## config.mk

```make
export PLATFORM = sky130hd
export DESIGN_NAME = aes_sbox_and_round_table_word_core_flat
export DESIGN_NICKNAME = d
export VERILOG_FILES = /design/src/rtl/core/asrtw_pkg.sv /design/src/rtl/core/asrtw_req_if.sv /design/src/rtl/core/asrtw_rsp_if.sv /design/src/rtl/core/aes_sbox_and_round_table_word_core.sv /design/src/flat_wrapper.sv
export SDC_FILE = /design/constraint.sdc
export NUM_CORES = 1
export LEC_CHECK = 0
export BUFFER_PORTS_ARGS = -buffer_cell sky130_fd_sc_hd__clkbuf_2
export CORE_MARGIN = 4
export CORE_UTILIZATION = 30
export DETAILED_ROUTE_END_ITERATION = 8
export GPL_ROUTABILITY_DRIVEN = 0
export SLEW_MARGIN = 10
export SYNTH_ARGS = -nofsm -noshare
export SYNTH_HDL_FRONTEND = slang
export SYNTH_SLANG_ARGS = --single-unit
```

## constraint.sdc

```tcl
create_clock -name clk -period 8.7 [get_ports clk]
set_clock_uncertainty 0.15 [all_clocks]
set_input_delay 1.74 -clock clk [delete_from_list [all_inputs] [get_ports clk]]
set_output_delay 1.74 -clock clk [all_outputs]
set_load 0.05 [all_outputs]
```

## src/rtl/core/asrtw_pkg.sv

```systemverilog
// ---------------------------------------------------------------------------
// asrtw_pkg: shared types, command codes and GF(2^8) helpers
// Command codes, payload types and the byte arithmetic used by the AES
// S-box and round table word core.
// ---------------------------------------------------------------------------
package asrtw_pkg;

	typedef logic [2:0]  cmd_t;
	typedef logic [1:0]  row_t;
	typedef logic [7:0]  byte_t;
	typedef logic [31:0] word_t;

	// command codes
	localparam cmd_t CMD_SBOX     = 3'd0;
	localparam cmd_t CMD_INV_SBOX = 3'd1;
	localparam cmd_t CMD_FWD_TBL  = 3'd2;
	localparam cmd_t CMD_INV_TBL  = 3'd3;
	localparam cmd_t CMD_INV_MIX  = 3'd4;

	// field constants
	localparam byte_t GF_POLY     = 8'h1b;
	localparam byte_t AFF_FWD_C   = 8'h63;
	localparam byte_t AFF_INV_C   = 8'h05;

	// multiply by x, reduce by x^8+x^4+x^3+x+1
	function automatic byte_t xtime(input byte_t a);
		return {a[6:0], 1'b0} ^ (a[7] ? GF_POLY : 8'h00);
	endfunction

	// shift-and-add GF(2^8) product
	function automatic byte_t gf_mul(input byte_t p, input byte_t q);
		byte_t acc;
		byte_t a;
		acc = '0;
		a   = p;
		for (int k = 0; k < 8; k++) begin
			if (q[k]) begin
				acc = acc ^ a;
			end
			a = xtime(a);
		end
		return acc;
	endfunction

	function automatic byte_t gf_sq(input byte_t a);
		return gf_mul(a, a);
	endfunction

	// forward affine step applied after inversion
	function automatic byte_t aff_fwd(input byte_t t);
		return t ^ {t[6:0], t[7]} ^ {t[5:0], t[7:6]} ^ {t[4:0], t[7:5]}
			^ {t[3:0], t[7:4]} ^ AFF_FWD_C;
	endfunction

	// inverse affine step applied before inversion
	function automatic byte_t aff_inv(input byte_t s);
		return {s[6:0], s[7]} ^ {s[4:0], s[7:5]} ^ {s[1:0], s[7:2]} ^ AFF_INV_C;
	endfunction

endpackage

```

## src/rtl/core/asrtw_req_if.sv

```systemverilog
// ---------------------------------------------------------------------------
// asrtw_req_if: request channel
// Valid/ready channel carrying the command, the index byte and the row.
// ---------------------------------------------------------------------------
interface asrtw_req_if import asrtw_pkg::*; ();

	logic  valid;
	logic  ready;
	cmd_t  command;
	byte_t operand_byte;
	row_t  row_select;

	modport source (output valid, output command, output operand_byte,
		output row_select, input ready);
	modport sink (input valid, input command, input operand_byte,
		input row_select, output ready);

endinterface

```

## src/rtl/core/asrtw_rsp_if.sv

```systemverilog
// ---------------------------------------------------------------------------
// asrtw_rsp_if: response channel
// Valid/ready channel carrying one 32-bit table word.
// ---------------------------------------------------------------------------
interface asrtw_rsp_if import asrtw_pkg::*; ();

	logic  valid;
	logic  ready;
	word_t table_word;

	modport source (output valid, output table_word, input ready);
	modport sink (input valid, input table_word, output ready);

endinterface

```

## src/rtl/core/aes_sbox_and_round_table_word_core.sv

```systemverilog
// Throughput: one word per cycle when the output does not stall; the
// GF(2^8) inversion runs as an addition chain over four multiply stages.
// Each stage holds its item while the stage after it is full and stalled;
// empty stages fill even during an output stall.
// Reset clears the stage valid bits only; payload registers are not reset.
// ---------------------------------------------------------------------------
// aes_sbox_and_round_table_word_core: AES S-box and round table words
// Pipelined S-box, inverse S-box, forward/inverse round table and
// InvMixColumns column word generator.
// ---------------------------------------------------------------------------
module aes_sbox_and_round_table_word_core import asrtw_pkg::*; (
	input  logic             clk,
	input  logic             arst_n,
	asrtw_req_if.sink        req,
	asrtw_rsp_if.source      rsp
);

	localparam int NUM_STAGES = 6;

	logic [NUM_STAGES:1]   vld;
	logic [NUM_STAGES+1:1] en;

	// stage payloads
	cmd_t  cmd_s1, cmd_s2, cmd_s3, cmd_s4, cmd_s5;
	row_t  row_s1, row_s2, row_s3, row_s4, row_s5;
	byte_t x_s1, x_s2, x_s3, x_s4, x_s5;
	byte_t a_s1, a_s2, a_s3;
	byte_t a3_s2, a7_s3, a7_s4, a15_s4, inv_s5;
	word_t word_s6;

	byte_t a_in;
	word_t word_nxt;

	// stall chain: a stage advances when empty or when its successor advances
	always_comb begin
		en[NUM_STAGES+1] = rsp.ready;
		for (int k = NUM_STAGES; k >= 1; k--) begin
			en[k] = !vld[k] || en[k+1];
		end
	end

	assign req.ready      = en[1];
	assign rsp.valid      = vld[NUM_STAGES];
	assign rsp.table_word = word_s6;

	// advance valid bits
	always_ff @(posedge clk or negedge arst_n) begin
		if (!arst_n) begin
			vld <= '0;
		end else begin
			if (en[1]) begin
				vld[1] <= req.valid;
			end
			for (int k = 2; k <= NUM_STAGES; k++) begin
				if (en[k]) begin
					vld[k] <= vld[k-1];
				end
			end
		end
	end

	// pick the value to invert: undo the affine step for inverse lookups
	always_comb begin
		if (req.command == CMD_INV_SBOX || req.command == CMD_INV_TBL) begin
			a_in = aff_inv(req.operand_byte);
		end else begin
			a_in = req.operand_byte;
		end
	end

	// stage 1: capture request
	always_ff @(posedge clk) begin
		if (en[1]) begin
			cmd_s1 <= req.command;
			row_s1 <= req.row_select;
			x_s1   <= req.operand_byte;
			a_s1   <= a_in;
		end
	end

	// stage 2: a^3
	always_ff @(posedge clk) begin
		if (en[2]) begin
			cmd_s2 <= cmd_s1;
			row_s2 <= row_s1;
			x_s2   <= x_s1;
			a_s2   <= a_s1;
			a3_s2  <= gf_mul(gf_sq(a_s1), a_s1);
		end
	end

	// stage 3: a^7
	always_ff @(posedge clk) begin
		if (en[3]) begin
			cmd_s3 <= cmd_s2;
			row_s3 <= row_s2;
			x_s3   <= x_s2;
			a_s3   <= a_s2;
			a7_s3  <= gf_mul(gf_sq(a3_s2), a_s2);
		end
	end

	// stage 4: a^15, keep a^7
	always_ff @(posedge clk) begin
		if (en[4]) begin
			cmd_s4 <= cmd_s3;
			row_s4 <= row_s3;
			x_s4   <= x_s3;
			a7_s4  <= a7_s3;
			a15_s4 <= gf_mul(gf_sq(a7_s3), a_s3);
		end
	end

	// stage 5: a^254 = (a^120 * a^7)^2, zero maps to zero
	always_ff @(posedge clk) begin
		if (en[5]) begin
			cmd_s5 <= cmd_s4;
			row_s5 <= row_s4;
			x_s5   <= x_s4;
			inv_s5 <= gf_sq(gf_mul(gf_sq(gf_sq(gf_sq(a15_s4))), a7_s4));
		end
	end

	// stage 6: affine step, coefficient products and byte placement
	always_comb begin
		byte_t v;
		byte_t m2, m3, m4, m8, m9, mb, md, me;
		byte_t coef_bytes [4];
		row_t  idx;

		idx = '0;
		if (cmd_s5 == CMD_SBOX || cmd_s5 == CMD_FWD_TBL) begin
			v = aff_fwd(inv_s5);
		end else if (cmd_s5 == CMD_INV_MIX) begin
			v = x_s5;
		end else begin
			v = inv_s5;
		end

		m2 = xtime(v);
		m3 = m2 ^ v;
		m4 = xtime(m2);
		m8 = xtime(m4);
		m9 = m8 ^ v;
		mb = m8 ^ m2 ^ v;
		md = m8 ^ m4 ^ v;
		me = m8 ^ m4 ^ m2;

		if (cmd_s5 == CMD_FWD_TBL) begin
			coef_bytes[0] = m3;
			coef_bytes[1] = v;
			coef_bytes[2] = v;
			coef_bytes[3] = m2;
		end else begin
			coef_bytes[0] = mb;
			coef_bytes[1] = md;
			coef_bytes[2] = m9;
			coef_bytes[3] = me;
		end

		word_nxt = '0;
		case (cmd_s5)
			CMD_SBOX, CMD_INV_SBOX: begin
				word_nxt = {24'h000000, v} << {row_s5, 3'b000};
			end
			CMD_FWD_TBL, CMD_INV_TBL, CMD_INV_MIX: begin
				for (int k = 0; k < 4; k++) begin
					idx = row_s5 + 2'(k);
					word_nxt[31-8*k -: 8] = coef_bytes[idx];
				end
			end
			default: begin
				word_nxt = '0;
			end
		endcase
	end

	// stage 6: output register
	always_ff @(posedge clk) begin
		if (en[6]) begin
			word_s6 <= word_nxt;
		end
	end

endmodule

```

## src/flat_wrapper.sv

```systemverilog
// flat-port wrapper written by rule: the top's interface ports become plain ports
module aes_sbox_and_round_table_word_core_flat import asrtw_pkg::*;
  (clk, arst_n, req_valid, req_command, req_operand_byte, req_row_select, req_ready, rsp_valid, rsp_table_word, rsp_ready);
  asrtw_req_if req_i ();
  asrtw_rsp_if rsp_i ();
  input  logic clk;
  input  logic arst_n;
  input wire logic [$bits(req_i.valid)-1:0] req_valid;
  input wire logic [$bits(req_i.command)-1:0] req_command;
  input wire logic [$bits(req_i.operand_byte)-1:0] req_operand_byte;
  input wire logic [$bits(req_i.row_select)-1:0] req_row_select;
  output wire logic [$bits(req_i.ready)-1:0] req_ready;
  output wire logic [$bits(rsp_i.valid)-1:0] rsp_valid;
  output wire logic [$bits(rsp_i.table_word)-1:0] rsp_table_word;
  input wire logic [$bits(rsp_i.ready)-1:0] rsp_ready;
  assign req_i.valid = req_valid;
  assign req_i.command = req_command;
  assign req_i.operand_byte = req_operand_byte;
  assign req_i.row_select = req_row_select;
  assign req_ready = req_i.ready;
  assign rsp_valid = rsp_i.valid;
  assign rsp_table_word = rsp_i.table_word;
  assign rsp_i.ready = rsp_ready;
  aes_sbox_and_round_table_word_core u_core (.clk(clk), .arst_n(arst_n), .req(req_i), .rsp(rsp_i));
endmodule
```

## Word level (Yosys, flattened, before mapping)

Index checks and enable logic that the tools add are counted.
Widths: inputs -> output; s select.

- Bits in registers: 167
- Output and inout port bits: 34

- Add/sub/neg operators: 3
- Magnitude comparators: 4
- Equal/unequal tests: 6
- Shifts and indexed selects: 1
- Multiplexer cells: 269
- Bitwise operators: 176
- Reductions and logical operators: 17

Operators with widths:

| operator | count |
|---|---|
| $mux 8 | 183 |
| $xor 8x8->8 | 170 |
| $mux 5 | 80 |
| $bmux 8 s2 | 4 |
| $pmux 32 s2 | 1 |
| $mux 32 | 1 |
| $shl 8x5->32 | 1 |
| $ge 3x3->1 const B | 4 |
| $not 2->3 | 4 |
| $eq 3x2->1 const B | 3 |
| $logic_or 1x1->1 | 8 |
| $eq 3x1->1 const B | 2 |
| $logic_not 1->1 | 6 |
| $add 2x2->2 const B | 2 |
| $not 4->4 | 1 |
| $eq 3x3->1 const B | 1 |
| $logic_not 3->1 | 1 |
| $reduce_or 3->1 | 1 |
| $add 2x1->2 const B | 1 |
| $not 2->2 | 1 |
| $reduce_or 2->1 | 1 |

## Depth between registers and ports, before layout

Gate-level depths: netlist of the first run.

- Depth in word-level cells: 116
- Depth in mapped cells: 34
- Depth with buffers taken out: 30

## Worst setup path after synthesis of the first run

OpenSTA, ideal clock, no wires.

- Path kind: reg-to-reg
- From: register u_core.a15_s4[0]
- To: register u_core.inv_s5[4], data pin
- Library setup time: 0.260 ns
- Arrival: 7.539 ns
- Required time: 8.290 ns
- Slack: 0.751 ns
- Cell stages (with the launch flop): 34
- Path buffers: 5
- Clock period less this slack: 7.949 ns
- Cell sequence: edfxtp_1 > ha_1 > buf_4 > xor2_1 > nand2_1 > xor2_1 > xnor3_1 > buf_2 > buf_2 > ha_1 > and2_1 > xnor3_1 > inv_1 > buf_2 > ha_1 > inv_1 > xnor3_1 > xnor2_1 > nand2_1 > xnor3_4 > xor2_4 > buf_2 > or3_1 > nand2_1 > a22oi_1 > xnor2_1 > xnor2_1 > inv_1 > ha_1 > xnor2_1 > nand2_1 > xnor2_1 > xnor2_1 > xnor2_1

- Word-level cells in the longest chain between the ends: 114
- Elaborated cells on any way between the ends: 177

RTL lines:

| item | line | text |
|---|---|---|
| from (decl) | aes_sbox_and_round_table_word_core.sv:28 | `byte_t a3_s2, a7_s3, a7_s4, a15_s4, inv_s5;` |
| from (signal assigned) | aes_sbox_and_round_table_word_core.sv:110 | `a15_s4 <= gf_mul(gf_sq(a7_s3), a_s3);` |
| $mux 8 | asrtw_pkg.sv:37 | `if (q[k]) begin` |
| $mux 8 | aes_sbox_and_round_table_word_core.sv:116 | `if (en[5]) begin` |
| $xor 8x8->8 | asrtw_pkg.sv:38 | `acc = acc ^ a;` |
| $mux 8 | asrtw_pkg.sv:37 |  |
| $mux 8 | aes_sbox_and_round_table_word_core.sv:116 |  |
| $xor 8x8->8 | asrtw_pkg.sv:38 |  |
| $mux 8 | asrtw_pkg.sv:37 |  |
| $mux 8 | aes_sbox_and_round_table_word_core.sv:116 |  |
| [98 not listed] | n/a |  |
| $xor 8x8->8 | asrtw_pkg.sv:38 |  |
| $mux 8 | asrtw_pkg.sv:37 |  |
| $mux 8 | aes_sbox_and_round_table_word_core.sv:116 |  |
| $xor 8x8->8 | asrtw_pkg.sv:38 |  |
| $mux 8 | asrtw_pkg.sv:37 |  |
| $mux 8 | aes_sbox_and_round_table_word_core.sv:116 |  |
| $xor 8x8->8 | asrtw_pkg.sv:38 |  |
| $mux 8 * | asrtw_pkg.sv:37 |  |
| to (signal assigned) | aes_sbox_and_round_table_word_core.sv:120 | `inv_s5 <= gf_sq(gf_mul(gf_sq(gf_sq(gf_sq(a15_s4))), a7_s4));` |
| to (decl) | aes_sbox_and_round_table_word_core.sv:28 |  |

Every way passes the cells marked *; elsewhere a longest branch is shown, timed or not. The select of a mux whose other input is x is not followed.
A chain may end at the register's enable or synchronous reset.

## Worst setup path after layout of the first run

Same ends and word-level chain as after synthesis.

==> results of run 1 <==
## Yosys cell counts (7+ instances only)
cell type  number
o22ai_1        45
nor2_1        142
mux2i_1        42
edfxtp_1      161
xnor3_1        30
a31oi_1        12
or3_1           8
o211ai_1        8
o21ai_1         9
xnor2_1       377
xor2_1        121
nor2b_1        25
a21oi_1        92
buf_1          10
xnor2_2        20
a22oi_1        25
nand2b_1       21
o21ai_0        72
nand3_1        28
a211oi_1       18
clkbuf_1       80
nor3_1         21
ha_1            7
inv_1          35
buf_2          14
nand2_1       315
buf_4           9
and2_1          9
o21a_1          8
## sequential cells by signal, indices dropped and copies added, names as in the netlist, 6 cells and up
register	count
u_core.a_s3	8
u_core.x_s1	8
u_core.rsp.table_word	32
u_core.a15_s4	8
u_core.a_s1	8
u_core.a_s2	8
u_core.x_s2	8
u_core.x_s3	8
u_core.vld	6
u_core.x_s5	8
u_core.a3_s2	8
u_core.a7_s4	8
u_core.a7_s3	8
u_core.inv_s5	8
u_core.x_s4	8
## per-stage QoR
stage	std cells	worst slack, ns	instance area [um2]	hold WS (ns)
floorplan	1927	0.751	17200	0.250
global placement	2639	0.663	18100	0.252
detailed placement	2639	0.464	18100	0.255
CTS	2671	0.398	18700	0.262
global route	2677	0.0269	18800	0.269
finish	2677	0.544	18800	0.261
## area by class of cell
class | instances | share of cell area
flip-flops and latches | 167 | 0.265
repair buffers | 75 | 0.0233
multi-input cells | 1609 | 0.620
clock inverters | 15 | 0.0108
clock buffers | 17 | 0.0226
inverters | 38 | 0.00758
well taps | 756 | 0.0503
## metal layers
| metal | up-vias | share of wire | wire [um] |
|---|---|---|---|
| met4 | 0 | 0.016 | 626 |
| met3 | 47 | 0.039 | 1520 |
| met2 | 336 | 0.48 | 18800 |
| met1 | 6453 | 0.46 | 18000 |
| li1 | 6574 | - | - |
| met5 | - | 0 | 0 |
## cells by family (layout without fill, tap and decap cells)
logic type,after synthesis,after routing,share of synthesized area
simple gates,614,614,0.156
flops,167,167,0.289
buf+inv,151,145,0.0359
compound gates,369,369,0.141
xor+xnor,571,571,0.344
mux,48,48,0.0283
fa+ha+maj,7,7,0.00509
## repair_timing
action	4_1_cts	5_1_grt
setup buffers	0	6
gates resized for setup	0	4
setup endpoints to repair	0	6
hold endpoints to repair	0	0
## path summary, 6_finish.rpt
path,end,slack (ns)
max in group asynchronous,u_core.vld[6],7.21
min,u_core.x_s2[5],0.26
max,u_core.inv_s5[4],0.54
min in group asynchronous,u_core.vld[1],1.00
min reg2reg,u_core.x_s2[5],0.26
max reg2reg,u_core.inv_s5[4],0.54
==> results.py, run 1 <==
metrics = {
    "cts": {
        "path_clk_slew_ns": 0.07,
        "cts_tree": "built",
        "cts_root_buffer": "clkbuf_16",
        "htreeDepth": 4,
        "clk_latency_ns": 0.43,
        "postCtsHoldBufs": 0,
        "cts-buffers-inserted": 17,
        "clockBufferDepth": 2,
        "clock-sinks": 167,
    },
    "worst_setup_path": {
        "cp.required_ns": 8.74,
        "crit_start": "u_core.a15_s4[0]",
        "critPathArrivalTime_ns": 8.20,
        "cp_top_family": "XOR/XNOR gates",
        "cp_max_fo": 9,
        "max_stage_delay_ns": 0.56,
        "path_common_cell": "xnor2_1",
        "start_kind": "flop",
        "path_class": "reg2reg",
        "path_buf_inv": 1,
        "cp.depth": 28,
        "reg2reg_depth": 28,
        "r2r-start": "u_core.a15_s4[0]",
        "cp-end-kind": "flop",
        "crit_slowest_cell": "xnor2_1",
    },
    "floorplan": {
        "coreArea_um2": 56600,
        "die_h_um": 248,
        "initial_core_util": 0.304,
        "die_area_um2": 61300,
        "die_x_um": 248,
        "ios": 51,
        "rows": 87,
    },
    "final_layout": {
        "final_nets": 1932,
        "fillers": 5727,
        "drive_gt1_frac": 0.0968,
        "seq_area_um2": 4980,
        "multiInputGateArea_um2": 11700,
        "antenna_cells": 0,
        "most-common-layout-cells": "xnor2_1 (375), nand2_1 (314), edfxtp_1 (161)",
        "utilization": 0.332,
        "synthToLayoutAreaGrowth_pct": 9.20,
        "final_common_cell": "xnor2_1",
    },
    "place": {
        "dp_hpwl_um": 28700,
        "portBuffers": 50,
    },
    "global_routing": {
        "grt-busiest-layer": "met2",
        "antenna_found_initial": 0,
        "grt_pass1_wl_um": 64400,
        "grt_usage": 0.125,
        "grt_use_met2": 0.212,
        "grt_use_met1": 0.170,
        "use_met3": 0.0147,
        "first_global_vias": 12974,
        "overflow": 0,
        "grt_max_degree": 60,
    },
    "synthesis": {
        "synth_top_area_share": 0.281,
        "synthTopCellsByArea": "edfxtp_1 (28%), xnor2_1 (19%), nand2_1 (6.9%), xor2_1 (6.2%), xnor3_1 (3.9%)",
        "avgSynthCellArea_um2": 8.94,
        "yosys_warnings": 0,
        "async_flop_share": 0.0359,
        "seq_area_frac_synth": 0.289,
        "synth_edf_count": 161,
        "syn-cell-area_um2": 17200,
        "ys.flop_type": "edfxtp_1",
        "yosys.cell_types.count": 94,
        "synth_top_area_cell": "edfxtp_1",
        "synthCells": 1927,
        "synth_seq_cells": 167,
        "synth_nets": 1951,
    },
    "detailed_routing": {
        "via_per_inst": 5.01,
        "drt_iter0_drc": 1158,
        "vias": 13410,
        "antenna_left": 0,
        "drt-total-wl_um": 38900,
        "post_drt_wl_per_cell_um": 14.5,
        "drt_pass1_iterations": 5,
        "drc_errors": 0,
    },
    "timing": {
        "fmax_mhz": 123,
        "hold_viol_final": 0,
        "tightest_slew_ns": 1.29,
        "relSlewSlack": 0.136,
        "period_minus_slack_ns": 8.16,
        "slew_violations": 0,
        "setup_viol": 0,
        "rsz0062_at_grt": "false",
        "setup_tns_ns": 0,
        "post-route-period-util": 0.937,
    },
    "job": {
        "drv_cap": 0,
    },
    "worst_hold_path": {
        "hp-class": "reg2reg",
        "hold_depth": 0,
        "hp-start": "u_core.x_s1[5]",
    },
    "status": {
        "status": "finished clean",
    },
}
Power of run 1 is not shown: default switching activity piles up to over one toggle a cycle in this logic, so the estimate is an artifact.
==> run 2: changes to the inputs <==
CORE_ASPECT_RATIO = 0.7   (was default)
==> run 2 against run 1 <==
Against the previous run: flip-flop and latch count stayed put; critical path type unchanged; via count is 0.18% lower; non-clock buffer count is 9 higher; highest routed layer unchanged; critical path depth is 2 lower.
==> results.py, run 2 (synthesis gave the netlist of run 1 again) <==
metrics = {
    "status": {
        "status": "finished clean",
    },
    "cts": {
        "htreeDepth": 4,
        "clock-sinks": 167,
        "cts-buffers-inserted": 17,
        "clockBufferDepth": 2,
        "cts_tree": "built",
        "clk_latency_ns": 0.43,
        "path_clk_slew_ns": 0.07,
        "cts_root_buffer": "clkbuf_16",
    },
    "timing": {
        "hold_viol_final": 0,
        "period_minus_slack_ns": 8.21,
        "post-route-period-util": 0.943,
        "setup_tns_ns": 0,
        "slew_violations": 0,
        "rsz0062_at_grt": "false",
        "relSlewSlack": 0.216,
        "setup_viol": 0,
        "tightest_slew_ns": 1.17,
        "fmax_mhz": 122,
    },
    "worst_setup_path": {
        "path_class": "reg2reg",
        "crit_slowest_cell": "xnor3_2",
        "path_common_cell": "xnor2_1",
        "max_stage_delay_ns": 0.59,
        "cp_max_fo": 7,
        "path_buf_inv": 0,
        "cp-end-kind": "flop",
        "start_kind": "flop",
        "cp.required_ns": 8.74,
        "critPathArrivalTime_ns": 8.24,
        "cp_top_family": "XOR/XNOR gates",
    },
    "place": {
        "place_area_um2": 18100,
        "dp_hpwl_um": 29400,
        "portBuffers": 50,
    },
    "final_layout": {
        "final_common_cell": "xnor2_1",
        "final_nets": 1941,
        "drive_gt1_frac": 0.100,
        "fin_area_um2": 18800,
        "most-common-layout-cells": "xnor2_1 (376), nand2_1 (314), edfxtp_1 (161)",
        "antenna_cells": 0,
        "largest_reg_flops": 32,
        "synthToLayoutAreaGrowth_pct": 9.01,
    },
    "floorplan": {
        "die_area_um2": 61400,
        "ios": 51,
        "die_h_um": 208,
        "die_x_um": 294,
        "coreArea_um2": 56800,
        "rows": 73,
        "initial_core_util": 0.303,
    },
    "detailed_routing": {
        "antenna_left": 0,
        "vias": 13386,
        "via_per_inst": 4.99,
        "drc_errors": 0,
        "post_drt_wl_per_cell_um": 14.9,
        "drt-total-wl_um": 39900,
        "drt_pass1_iterations": 5,
        "drt_iter0_drc": 1272,
    },
    "global_routing": {
        "grt_pass1_wl_um": 65300,
        "grt_usage": 0.127,
        "first_global_vias": 12517,
        "grt_max_degree": 60,
        "overflow": 0,
        "antenna_found_initial": 1,
    },
    "job": {
        "drv_cap": 0,
    },
    "worst_hold_path": {
        "hp-class": "reg2reg",
    },
}
run 2: path summary, 6_finish.rpt:
kind                       slack (ns)             start  cells after the start          endpoint
min in group asynchronous        0.98            arst_n                      1     u_core.vld[1]
setup reg to reg                 0.49  u_core.a15_s4[0]                     26  u_core.inv_s5[4]
hold / removal                   0.27  u_core.cmd_s4[2]                      0  u_core.cmd_s5[2]
max in group asynchronous        7.25            arst_n                      1     u_core.vld[3]
setup / recovery                 0.49  u_core.a15_s4[0]                     26  u_core.inv_s5[4]
hold reg to reg                  0.27  u_core.cmd_s4[2]                      0  u_core.cmd_s5[2]
run 2: routing by layer:
metal  share of wire  vias to the layer above  global-route usage
met5               0                        -                   0
met4          0.0067                        0              0.0198
met3           0.059                       23              0.0224
met2            0.43                      341               0.190
met1            0.50                     6414               0.193
li1                -                     6608                   -
run 2: stage by stage:
step                      worst slack [ns]  hold WS (ns)  utilization  instances
after floorplan                      0.751         0.250            -       1927
after global placement               0.673         0.256        0.319       2636
after detailed placement             0.429         0.255        0.319       2636
after CTS                            0.388         0.268        0.328       2668
after global routing                0.0397         0.269        0.330       2680
final                                0.493         0.270        0.330       2680
run 2: cell type report:
class                      instances  area (um2)
fill                            5826       38000
tap                              750         938
inverter                          38         143
sequential                       167        4980
clock inverter                    13         115
multi-input combinational       1609       11600
timing repair buffer              84         518
clock buffer                      19         433
run 2: what timing repair did:
action                     CTS  global route
resized for setup            0             2
setup endpoints to repair    0             6
hold buffers                 0             0
setup buffers                0            12
Power of run 2 is left out for the same reason.
==> run 3: changes to the inputs <==
CORE_UTILIZATION = 65   (was 30)
PLACE_DENSITY = 0.83   (was default)
==> run 3 against run 2 <==
Against the previous run: first-iteration DRC count up 31%; count of clock-buffer cells in the layout fell by 1; fmax rose by 0.50%; highest routed layer is now met5; worst hold slack worse by 0.0012 ns; register-to-register slack gained 0.04 ns; critical path depth is the same; final cell count is 15% lower; flip-flop and latch count unchanged.
==> results.py, run 3 (synthesis gave the netlist of run 1 again) <==
metrics = {
    "status": {
        "status": "finished clean",
    },
    "detailed_routing": {
        "drc_errors": 0,
        "drt_iter0_drc": 1672,
        "via_per_inst": 6.08,
        "antenna_left": 0,
        "vias": 13842,
        "drt-total-wl_um": 38800,
        "post_drt_wl_per_cell_um": 17.0,
        "drt_pass1_iterations": 6,
    },
    "worst_setup_path": {
        "cp_top_family": "XOR/XNOR gates",
        "cp.required_ns": 8.74,
        "critPathArrivalTime_ns": 8.20,
        "cp-end-kind": "flop",
        "cp_max_fo": 16,
        "max_stage_delay_ns": 0.52,
        "start_kind": "flop",
        "path_common_cell": "xnor2_1",
        "crit_slowest_cell": "xnor3_1",
        "path_class": "reg2reg",
        "r2r_setup_slack_ns": 0.53,
        "regToRegEndpoint": "u_core.inv_s5[4]",
        "r2r-start": "u_core.a15_s4[0]",
        "reg2reg_depth": 26,
        "path_buf_inv": 1,
    },
    "place": {
        "dp_hpwl_um": 28000,
        "dp_cells": 2241,
        "portBuffers": 50,
    },
    "timing": {
        "post-route-period-util": 0.939,
        "setup_tns_ns": 0,
        "rsz0062_at_grt": "false",
        "holdWs_ns": 0.268,
        "hold_viol_final": 0,
        "relSlewSlack": 0.239,
        "setup_viol": 0,
        "fmax_mhz": 122,
        "slew_violations": 0,
        "tightest_slew_ns": 1.14,
        "period_minus_slack_ns": 8.17,
    },
    "cts": {
        "clock-sinks": 167,
        "clockBufferDepth": 2,
        "cts-buffers-inserted": 17,
        "htreeDepth": 4,
        "cts_tree": "built",
        "clk_latency_ns": 0.44,
        "path_clk_slew_ns": 0.07,
        "cts_root_buffer": "clkbuf_16",
    },
    "floorplan": {
        "initial_core_util": 0.666,
        "die_h_um": 144,
        "coreArea_um2": 25900,
        "ios": 51,
        "die_area_um2": 29200,
        "die_x_um": 203,
        "rows": 49,
    },
    "worst_hold_path": {
        "hp-class": "reg2reg",
        "worstHoldEndpoint": "u_core.x_s5[5]",
        "hold_depth": 0,
        "hp-start": "u_core.x_s4[5]",
    },
    "job": {
        "drv_cap": 0,
    },
    "final_layout": {
        "synthToLayoutAreaGrowth_pct": 6.02,
        "final_nets": 1930,
        "fin_cells": 2277,
        "most-common-layout-cells": "xnor2_1 (373), nand2_1 (314), edfxtp_1 (161)",
        "drive_gt1_frac": 0.0969,
        "fillers": 1837,
        "largest_reg_flops": 32,
        "final_common_cell": "xnor2_1",
    },
    "global_routing": {
        "grt_pass1_wl_um": 63800,
        "antenna_found_initial": 5,
        "grt_max_degree": 60,
        "overflow": 0,
        "first_global_vias": 12791,
        "grt_usage": 0.262,
    },
}
run 3: cell count changes in the layout (fill, tap and decap cells not counted), sizes merged:
cell	delta
buf	-11
bufinv	+2
clkbuf	-1
clkinv	-3
clkinvlp	+1
diode	+1
inv	+1
run 3: layout make-up:
type                       count  area, um2  share of cell area
sequential                   167       4980               0.273
clock buffer                  18        429              0.0235
clock inverter                14        160             0.00877
inverter                      38        143             0.00781
timing repair buffer          73        423              0.0232
tap                          357        447              0.0245
multi-input combinational   1609      11700               0.639
antenna                        1       2.50            0.000137
run 3: worst max-delay path by stage:
stage,cells after the start,to,start
final,26,u_core.inv_s5[4],u_core.a15_s4[0]
after global routing,27,u_core.inv_s5[4],u_core.a15_s4[0]
after CTS,27,u_core.inv_s5[4],u_core.a15_s4[0]
after detailed placement,27,u_core.inv_s5[4],u_core.a15_s4[0]
after global placement,27,u_core.inv_s5[4],u_core.a15_s4[0]
after floorplan,33,u_core.inv_s5[4],u_core.a15_s4[0]
run 3: per-stage QoR:
step / instance area (um2) / util / setup WS, ns
final: 18300 / 0.706 / 0.534
after global routing: 18300 / 0.706 / 0.0258
after CTS: 18200 / 0.703 / 0.375
after global placement: 17600 / 0.680 / 0.730
after floorplan: 17200 / - / 0.751
after detailed placement: 17600 / 0.680 / 0.409
run 3: what timing repair did:
action / in CTS / in global routing
resized for setup: 0 / 4
hold buffers: 0 / 0
setup endpoints to repair: 0 / 4
buffers inserted: 0 / 3
run 3: layer usage:
layer,GRT usage,up-vias,share of wire
li1,-,6574,-
met1,0.375,6562,0.44
met2,0.422,618,0.46
met3,0.0475,80,0.089
met4,0.0596,8,0.016
met5,0,-,0.0013
Power of run 3 is left out for the same reason.
